`src/design/bdrl_pkg.sv`:
```
// ----------------------------------------------------------------------------
// bdrl_pkg
// Shared types and constants for the button debounce / repeat / long press
// block: item structs, key codes, opcodes, register indexes, queue sizing.
// ----------------------------------------------------------------------------
package bdrl_pkg;

    localparam int QUEUE_DEPTH = 8;
    localparam int QUEUE_AW    = $clog2(QUEUE_DEPTH);
    localparam int QUEUE_CW    = $clog2(QUEUE_DEPTH + 1);

    localparam int NUM_BTN  = 3;
    localparam int BTN_UP   = 0;
    localparam int BTN_DOWN = 1;
    localparam int BTN_PUSH = 2;

    localparam logic OP_POLL   = 1'b0;
    localparam logic OP_INJECT = 1'b1;

    localparam logic [2:0] KEY_NONE  = 3'd0;
    localparam logic [2:0] KEY_UP    = 3'd1;
    localparam logic [2:0] KEY_DOWN  = 3'd2;
    localparam logic [2:0] KEY_PUSH  = 3'd3;
    localparam logic [2:0] KEY_LONG  = 3'd4;
    localparam logic [2:0] KEY_SLEEP = 3'd5;

    localparam logic [2:0] CFG_DEBOUNCE = 3'd0;
    localparam logic [2:0] CFG_RPT_DLY  = 3'd1;
    localparam logic [2:0] CFG_RPT_PER  = 3'd2;
    localparam logic [2:0] CFG_LONG     = 3'd3;
    localparam logic [2:0] CFG_SLEEP    = 3'd4;

    localparam logic [9:0]  RST_DEBOUNCE = 10'd25;
    localparam logic [15:0] RST_RPT_DLY  = 16'd450;
    localparam logic [15:0] RST_RPT_PER  = 16'd150;
    localparam logic [15:0] RST_LONG     = 16'd1000;
    localparam logic [15:0] RST_SLEEP    = 16'd3000;

    typedef struct packed {
        logic        opcode;
        logic [31:0] now_ms;
        logic        raw_up;
        logic        raw_down;
        logic        raw_push;
        logic [2:0]  inject_key;
    } t_in_item;

    typedef struct packed {
        logic [2:0]  key_event;
        logic [31:0] last_activity_ms;
        logic [31:0] push_hold_ms;
    } t_out_item;

    typedef struct packed {
        logic       push;
        logic       pop;
        logic [2:0] key;
    } t_q_req;

endpackage

```
`src/design/bdrl_key_queue.sv`:
```
// ----------------------------------------------------------------------------
// bdrl_key_queue
// Ring of injected keys held in a synchronous memory. Head and count are
// updated at request time; popped data is registered and appears in the cycle after the pop.
// ----------------------------------------------------------------------------
module bdrl_key_queue
    import bdrl_pkg::*;
(
    input  logic       i_clk,
    input  logic       i_rst_n,
    input  t_q_req     i_req,
    output logic       o_pop,
    output logic [2:0] o_rdata
);

    logic [2:0]          r_mem [QUEUE_DEPTH];
    logic [2:0]          r_rdata;
    logic [QUEUE_AW-1:0] r_head;
    logic [QUEUE_CW-1:0] r_count;

    logic [QUEUE_AW:0]   w_tail_sum;
    logic [QUEUE_AW-1:0] w_tail;
    logic [QUEUE_AW-1:0] w_head_inc;
    logic                w_full;
    logic                w_key_ok;
    logic                w_wr;
    logic                w_rd;

    assign w_full     = (r_count == QUEUE_CW'(QUEUE_DEPTH));
    assign w_key_ok   = (i_req.key != KEY_NONE) && (i_req.key <= KEY_SLEEP);
    assign w_wr       = i_req.push && w_key_ok && !w_full;
    assign w_rd       = i_req.pop && (r_count != '0);
    assign w_tail_sum = (QUEUE_AW + 1)'(r_head) + (QUEUE_AW + 1)'(r_count);
    assign w_tail     = (w_tail_sum >= (QUEUE_AW + 1)'(QUEUE_DEPTH))
                        ? QUEUE_AW'(w_tail_sum - (QUEUE_AW + 1)'(QUEUE_DEPTH))
                        : QUEUE_AW'(w_tail_sum);
    assign w_head_inc = (r_head == QUEUE_AW'(QUEUE_DEPTH - 1)) ? '0 : r_head + 1'b1;

    always_ff @(posedge i_clk) begin
        if (w_wr) begin
            r_mem[w_tail] <= i_req.key;
        end
        if (w_rd) begin
            r_rdata <= r_mem[r_head];
        end
    end

    always_ff @(posedge i_clk) begin
        if (!i_rst_n) begin
            r_head  <= '0;
            r_count <= '0;
        end else begin
            if (w_rd) begin
                r_head  <= w_head_inc;
                r_count <= r_count - 1'b1;
            end else if (w_wr) begin
                r_count <= r_count + 1'b1;
            end
        end
    end

    assign o_pop   = w_rd;
    assign o_rdata = r_rdata;

    a_count_bound: assert property (@(posedge i_clk) disable iff (!i_rst_n)
        r_count <= QUEUE_CW'(QUEUE_DEPTH))
        else $error("key queue count above depth");

    a_no_rw_same: assert property (@(posedge i_clk) disable iff (!i_rst_n)
        !(w_wr && w_rd))
        else $error("key queue write and read in one cycle");

endmodule

```
`src/design/button_debounce_repeat_longpress_top.sv`:
```
// ----------------------------------------------------------------------------
// button_debounce_repeat_longpress_top
// Three-button front end: debounce, auto-repeat of up/down, push / long push
// on release, sleep hold while held, and a queue of injected keys.
//
//  channel  | direction | handshake                 | payload
//  ---------+-----------+---------------------------+-------------
//  in       | input     | i_in_valid / o_in_ready   | i_in_item
//  out      | output    | o_out_valid / i_out_ready | o_out_item
//  cfg      | input     | i_cfg_we                  | i_cfg_addr, i_cfg_wdata
//
// One item per cycle while the output is not stalled. The accepting edge
// reads the key queue memory and registers the item; the buttons are then
// scanned from that register, and the result is loaded into the output register when it can advance.
// Reset is synchronous, no clearing pass.
// A stalled output holds the second stage, which holds off new items.
// ----------------------------------------------------------------------------
module button_debounce_repeat_longpress_top
    import bdrl_pkg::*;
(
    input  logic        i_clk,
    input  logic        i_rst_n,
    input  logic        i_in_valid,
    output logic        o_in_ready,
    input  t_in_item    i_in_item,
    output logic        o_out_valid,
    input  logic        i_out_ready,
    output t_out_item   o_out_item,
    input  logic        i_cfg_we,
    input  logic [2:0]  i_cfg_addr,
    input  logic [15:0] i_cfg_wdata
);

    logic [9:0]  r_debounce;
    logic [15:0] r_rpt_dly;
    logic [15:0] r_rpt_per;
    logic [15:0] r_long;
    logic [15:0] r_sleep;

    logic        r_raw    [NUM_BTN];
    logic        r_stable [NUM_BTN];
    logic        r_lf     [NUM_BTN];
    logic [31:0] r_chg    [NUM_BTN];
    logic [31:0] r_press  [NUM_BTN];
    logic [31:0] r_rep    [NUM_BTN];
    logic [31:0] r_act;

    logic        n_raw    [NUM_BTN];
    logic        n_stable [NUM_BTN];
    logic        n_lf     [NUM_BTN];
    logic [31:0] n_chg    [NUM_BTN];
    logic [31:0] n_press  [NUM_BTN];
    logic [31:0] n_rep    [NUM_BTN];
    logic [31:0] n_act;

    logic        r_s1_valid;
    t_in_item    r_s1_item;
    logic        r_s1_pop;
    logic        r_out_valid;
    t_out_item   r_out_item;
    t_out_item   n_out_item;

    t_q_req      w_q_req;
    logic        w_q_pop;
    logic [2:0]  w_q_rdata;
    logic        w_in_acc;
    logic        w_s1_adv;
    logic        w_s1_fire;
    logic [NUM_BTN-1:0] w_lvl;
    logic [2:0]  w_ev;

    assign w_s1_adv   = !r_out_valid || i_out_ready;
    assign o_in_ready = !r_s1_valid || w_s1_adv;
    assign w_in_acc   = i_in_valid && o_in_ready;
    assign w_s1_fire  = r_s1_valid && w_s1_adv;

    assign w_q_req.push = w_in_acc && (i_in_item.opcode == OP_INJECT);
    assign w_q_req.pop  = w_in_acc && (i_in_item.opcode == OP_POLL);
    assign w_q_req.key  = i_in_item.inject_key;

    bdrl_key_queue u_queue (
        .i_clk   (i_clk),
        .i_rst_n (i_rst_n),
        .i_req   (w_q_req),
        .o_pop   (w_q_pop),
        .o_rdata (w_q_rdata)
    );

    assign w_lvl = {r_s1_item.raw_push, r_s1_item.raw_down, r_s1_item.raw_up};

    always_comb begin
        logic        done;
        logic        lvl;
        logic [31:0] now;
        now      = r_s1_item.now_ms;
        done     = 1'b0;
        lvl      = 1'b0;
        n_raw    = r_raw;
        n_stable = r_stable;
        n_lf     = r_lf;
        n_chg    = r_chg;
        n_press  = r_press;
        n_rep    = r_rep;
        n_act    = r_act;
        w_ev     = KEY_NONE;
        if (w_s1_fire && (r_s1_item.opcode == OP_POLL)) begin
            if (r_s1_pop) begin
                w_ev  = w_q_rdata;
                n_act = now;
            end else begin
                for (int b = 0; b < NUM_BTN; b++) begin
                    if (!done) begin
                        lvl = w_lvl[b];
                        if (lvl != n_raw[b]) begin
                            n_raw[b] = lvl;
                            n_chg[b] = now;
                        end
                        if ((lvl != n_stable[b]) &&
                            ((now - n_chg[b]) >= 32'(r_debounce))) begin
                            n_stable[b] = lvl;
                            n_act       = now;
                            if (lvl) begin
                                n_press[b] = now;
                                n_rep[b]   = now + 32'(r_rpt_dly);
                                n_lf[b]    = 1'b0;
                                if (b != BTN_PUSH) begin
                                    w_ev = (b == BTN_UP) ? KEY_UP : KEY_DOWN;
                                    done = 1'b1;
                                end
                            end else if ((b == BTN_PUSH) && !n_lf[b]) begin
                                w_ev = ((now - n_press[b]) >= 32'(r_long)) ? KEY_LONG
                                                                          : KEY_PUSH;
                                done = 1'b1;
                            end
                        end
                        if (!done && n_stable[b]) begin
                            if (b == BTN_PUSH) begin
                                if (!n_lf[b] && ((now - n_press[b]) >= 32'(r_sleep))) begin
                                    n_lf[b] = 1'b1;
                                    n_act   = now;
                                    w_ev    = KEY_SLEEP;
                                    done    = 1'b1;
                                end
                            end else if (now >= n_rep[b]) begin
                                n_rep[b] = now + 32'(r_rpt_per);
                                n_act    = now;
                                w_ev     = (b == BTN_UP) ? KEY_UP : KEY_DOWN;
                                done     = 1'b1;
                            end
                        end
                    end
                end
            end
        end
        n_out_item.key_event        = w_ev;
        n_out_item.last_activity_ms = n_act;
        n_out_item.push_hold_ms     = (n_stable[BTN_PUSH] && !n_lf[BTN_PUSH])
                                      ? now - n_press[BTN_PUSH] : 32'd0;
    end

    always_ff @(posedge i_clk) begin
        if (!i_rst_n) begin
            r_debounce <= RST_DEBOUNCE;
            r_rpt_dly  <= RST_RPT_DLY;
            r_rpt_per  <= RST_RPT_PER;
            r_long     <= RST_LONG;
            r_sleep    <= RST_SLEEP;
        end else if (i_cfg_we) begin
            case (i_cfg_addr)
                CFG_DEBOUNCE: r_debounce <= i_cfg_wdata[9:0];
                CFG_RPT_DLY:  r_rpt_dly  <= i_cfg_wdata;
                CFG_RPT_PER:  r_rpt_per  <= i_cfg_wdata;
                CFG_LONG:     r_long     <= i_cfg_wdata;
                CFG_SLEEP:    r_sleep    <= i_cfg_wdata;
                default: begin
                end
            endcase
        end
    end

    always_ff @(posedge i_clk) begin
        if (!i_rst_n) begin
            for (int b = 0; b < NUM_BTN; b++) begin
                r_raw[b]    <= 1'b0;
                r_stable[b] <= 1'b0;
                r_lf[b]     <= 1'b0;
                r_chg[b]    <= '0;
                r_press[b]  <= '0;
                r_rep[b]    <= '0;
            end
            r_act       <= '0;
            r_s1_valid  <= 1'b0;
            r_s1_pop    <= 1'b0;
            r_out_valid <= 1'b0;
        end else begin
            r_raw    <= n_raw;
            r_stable <= n_stable;
            r_lf     <= n_lf;
            r_chg    <= n_chg;
            r_press  <= n_press;
            r_rep    <= n_rep;
            r_act    <= n_act;
            if (o_in_ready) begin
                r_s1_valid <= i_in_valid;
                r_s1_pop   <= w_q_pop;
            end
            if (w_s1_adv) begin
                r_out_valid <= r_s1_valid;
            end
        end
    end

    always_ff @(posedge i_clk) begin
        if (o_in_ready) begin
            r_s1_item <= i_in_item;
        end
        if (w_s1_adv) begin
            r_out_item <= n_out_item;
        end
    end

    assign o_out_valid = r_out_valid;
    assign o_out_item  = r_out_item;

    a_pop_is_poll: assert property (@(posedge i_clk) disable iff (!i_rst_n)
        (r_s1_valid && r_s1_pop) |-> (r_s1_item.opcode == OP_POLL))
        else $error("queue pop tagged on inject item");

    a_inject_no_event: assert property (@(posedge i_clk) disable iff (!i_rst_n)
        (w_s1_fire && (r_s1_item.opcode == OP_INJECT)) |=>
        (o_out_item.key_event == KEY_NONE))
        else $error("inject item produced a key event");

    a_hold_needs_press: assert property (@(posedge i_clk) disable iff (!i_rst_n)
        (o_out_valid && (o_out_item.push_hold_ms != 32'd0)) |->
        (r_stable[BTN_PUSH] && !r_lf[BTN_PUSH]))
        else $error("push hold time reported while push not held");

    a_stall_blocks_in: assert property (@(posedge i_clk) disable iff (!i_rst_n)
        (r_s1_valid && r_out_valid && !i_out_ready) |-> !o_in_ready)
        else $error("item accepted into a stalled pipeline");

endmodule
```
`config.mk`:
```
export PLATFORM = sky130hd
export DESIGN_NAME = button_debounce_repeat_longpress_top
export DESIGN_NICKNAME = d
export VERILOG_FILES = /design/src/design/bdrl_pkg.sv /design/src/design/bdrl_key_queue.sv /design/src/design/button_debounce_repeat_longpress_top.sv
export SDC_FILE = /design/constraint.sdc
export NUM_CORES = 2
export LEC_CHECK = 0
export BUFFER_PORTS_ARGS = -buffer_cell sky130_fd_sc_hd__buf_2
export CAP_MARGIN = 20
export CORE_UTILIZATION = 40
export CTS_CLUSTER_SIZE = 8
export DETAILED_ROUTE_END_ITERATION = 8
export GPL_ROUTABILITY_DRIVEN = 1
export SYNTH_ARGS = -nofsm -noshare
export SYNTH_HDL_FRONTEND = slang
export SYNTH_SLANG_ARGS = --single-unit
```
`constraint.sdc`:
```
create_clock -name i_clk -period 35.2 [get_ports i_clk]
set_input_delay 7.04 -clock i_clk [delete_from_list [all_inputs] [get_ports i_clk]]
set_output_delay 7.04 -clock i_clk [all_outputs]
set_load 0.05 [all_outputs]
```
==> flow_summary_export.csv <==
group,metric,value,unit
power_and_ir_drop,vdd.ir_drop.worst,0.0000373,V
synthesis,synth_area,0.0342,mm2
setup_path,required,28.16,ns
outcome,status,"finished, final reports clean",
run,cap_violations,0,
drt,firstDrtPassIters,6,
drt,drtIter0Drc,2567,
placed_design,gp_congestion,0.939,
synthesis,syn-num-nets,4548,
layout,finalNonFillerCells,5368,
sta,setup_tns,0,ns
setup_path,critPathCaptureType,"output pin",
power_and_ir_drop,p_leak,15.2,nW
synthesis,yosysWarnings,0,
drt,routed_wl,108000,um
sta,hold_violations,0,
sta,period_needed,15.20,ns
setup_path,r2r_start,"r_s1_item[4]$_DFFE_PN_",
placed_design,post-place-cells,5258,
sta,fin_hold_ws,0.449,ns
die,ioPinCount,132,
setup_path,cp_max_fo,6,
setup_path,critical_path_class,"in2out",
synthesis,netlist_top_cells_area,"dfxtp_1, ha_1, edfxtp_1, a21oi_1, nor2_1",
sta,worstMarginPinSlew,1.12,ns
sta,max_freq,65.8,MHz
synthesis,syn_inst,4154,
sta,finalSetupViolCount,0,
die,dieHeight,294,um
placed_design,placed_area,0.0360,mm2
worst_hold_path,min_path_cells,2,
placed_design,hpwl,76700,um
synthesis,synth_edf_count,130,
setup_path,r2r_end,"o_out_item[22]$_SDFFCE_PN0P_",
worst_hold_path,hp-start,"r_rep[66]$_SDFFE_PN0P_",
clock_tree,clock_latency,0.62,ns
layout,drive_gt1_frac,0.0867,
worst_hold_path,min_path_type,"reg2reg",
sta,period_share,0.432,
clock_tree,root_buffer,"clkbuf_16",
synthesis,ys_ff_latch,445,
sta,finClkSkew,0.0232,ns
synthesis,synth_common_cells,"nor2_1, a21oi_1, nand2_1",
setup_path,rrSetupSlack,20.35,ns
power_and_ir_drop,total_power,1.67,mW
drt,drc,0,
setup_path,crit_arrival,8.16,ns
global_route,grt_overflow,0,
clock_tree,cts_buffer_depth,3,
drt,vias,30800,
synthesis,async_flop_share,0,
layout,area_growth,11.1,%
clock_tree,cts_buffers,67,
placed_design,place_ws,19.97,ns
synthesis,post_synth.cell_area_avg,8.23,um2
global_route,antenna_found_initial,4,
global_route,grt_pass1_vias,29600,
clock_tree,htree_levels,3,
die,core,0.0841,mm2
synthesis,yosysMostFrequentCell,"nor2_1",
drt,wl_per_cell,20.1,um
die,dieArea,0.0866,mm2
die,die_x,294,um
global_route,global_route.usage.total,0.248,
global_route,grt_pass1_wl,169000,um
layout,final_cell_area,0.0380,mm2
synthesis,synth_largest_area_cell,"dfxtp_1",
layout,nNetsFinal,4587,
placed_design,port_buffers,131,
synthesis,yosysSeqAreaShare,0.299,
synthesis,synth_cell_types,97,
synthesis,ys.flop_type,"dfxtp_1",
clock_tree,clkSinkCount,445,
sta,rsz0062_at_grt,"false",
clock_tree,cts_hold_buf,0,
worst_hold_path,hold_end,"r_rep[66]$_SDFFE_PN0P_",
layout,fin_util,0.451,
sta,setup_ws,20.00,ns
clock_tree,tritoncts,"built",
layout,n_antenna_cell,0,
drt,viasPerCell,5.74,
setup_path,worst_setup_path_start_kind,"input pin",
clock_tree,clkTransAtPathRegs,0.05,ns
synthesis,yosys.area.top_type_share,0.184,
clock_tree,post_cts_buffers,0,
drt,antenna_left,0,
setup_path,rr_worst_depth,54,
power_and_ir_drop,powerDensity,44.1,mW/mm2
die,initial_utilization,0.406,
sta,max_slew_margin,0.250,
clock_tree,ctsResizeCount,0,
die,rows,106,
global_route,grt_max_degree,142,
sta,finalMaxSlewViolations,0,
sequential cells by signal (all words and copies together), names as in the netlist:
signal	cells
u_queue.r_mem	24
r_chg	96
o_out_item	67
r_lf	1
r_stable	3
r_s1_item	36
r_raw	3
r_rpt_dly	16
r_sleep	16
r_press	32
u_queue.o_rdata	3
r_s1_valid	1
r_s1_pop	1
r_rep	64
r_long	16
o_out_valid	1
u_queue.r_head	3
u_queue.r_count	4
r_act	32
r_rpt_per	16
r_debounce	10
layout make-up:
class                           count  area [um2]
Fill cell                        8347       46100
Tap cell                         1134        1420
Multi-Input combinational cell   3301       22500
Clock inverter                      7         116
Clock buffer                      103        1870
Sequential cell                   445       10200
Timing Repair Buffer              193        1120
Inverter                          185         703
worst max-delay path: stages:
cell and delay [ns]:
buf_2 0.10, nor2b_1 0.63, nand2_2 0.14, buf_2 0.25
metal layers:
| layer | vias to the layer above | part of all wire | global-route usage |
|---|---|---|---|
| met5 | - | 0.00021 | 0 |
| met4 | 4 | 0.035 | 0.0945 |
| met3 | 187 | 0.048 | 0.0303 |
| met2 | 789 | 0.46 | 0.409 |
| met1 | 14600 | 0.46 | 0.328 |
| li1 | 15300 | - | - |
report_power, final:
part	switching, mW	internal [mW]
sequential	0.0125	0.551
combinational	0.308	0.183
clock	0.251	0.368
cell usage in the layout, fill, tap and decap left out, types with 14 or more instances in the layout:
cell / count
nor2_1: 426
a21oi_1: 411
nand2_1: 390
ha_1: 323
dfxtp_1: 315
o21ai_0: 198
inv_1: 182
mux2i_1: 159
buf_2: 130
edfxtp_1: 130
xnor2_1: 118
a21o_1: 109
nand3_1: 90
a211oi_1: 85
clkbuf_16: 69
nor2b_1: 68
buf_4: 63
nand2b_1: 62
nand4_1: 58
nor3_1: 58
xor2_1: 57
and2_1: 56
o211ai_1: 49
mux2_2: 42
o21a_1: 41
clkbuf_1: 32
a21boi_0: 30
and3_1: 25
o221ai_1: 25
a311oi_1: 24
a31oi_1: 22
o2111ai_1: 20
nor4_1: 19
o31ai_1: 19
or3_1: 18
a2111oi_0: 16
o22ai_1: 15
mux2_1: 15
o21bai_1: 14
cell families after synthesis:
family | share of synthesized area
flip-flops | 0.299
AO/OA/AOI/OAI | 0.231
adder cells (fa/ha/maj) | 0.126
multiplexers | 0.0693
XOR/XNOR | 0.0466
buffers and inverters | 0.0455
AND/OR/NAND/NOR | 0.184
worst max-delay path by stage:
stage	slack [ns]	from	to	depth (start not counted)
floorplan	19.92	i_out_ready	o_in_ready	2
global placement	19.97	i_out_ready	o_in_ready	4
detailed placement	19.97	i_out_ready	o_in_ready	4
CTS	19.96	i_out_ready	o_in_ready	4
global route	19.45	r_s1_item[4]$_DFFE_PN_	o_out_item[22]$_SDFFCE_PN0P_	58
finish	20.00	i_out_ready	o_in_ready	4
Note: power is estimated with default switching activity, not from simulation.
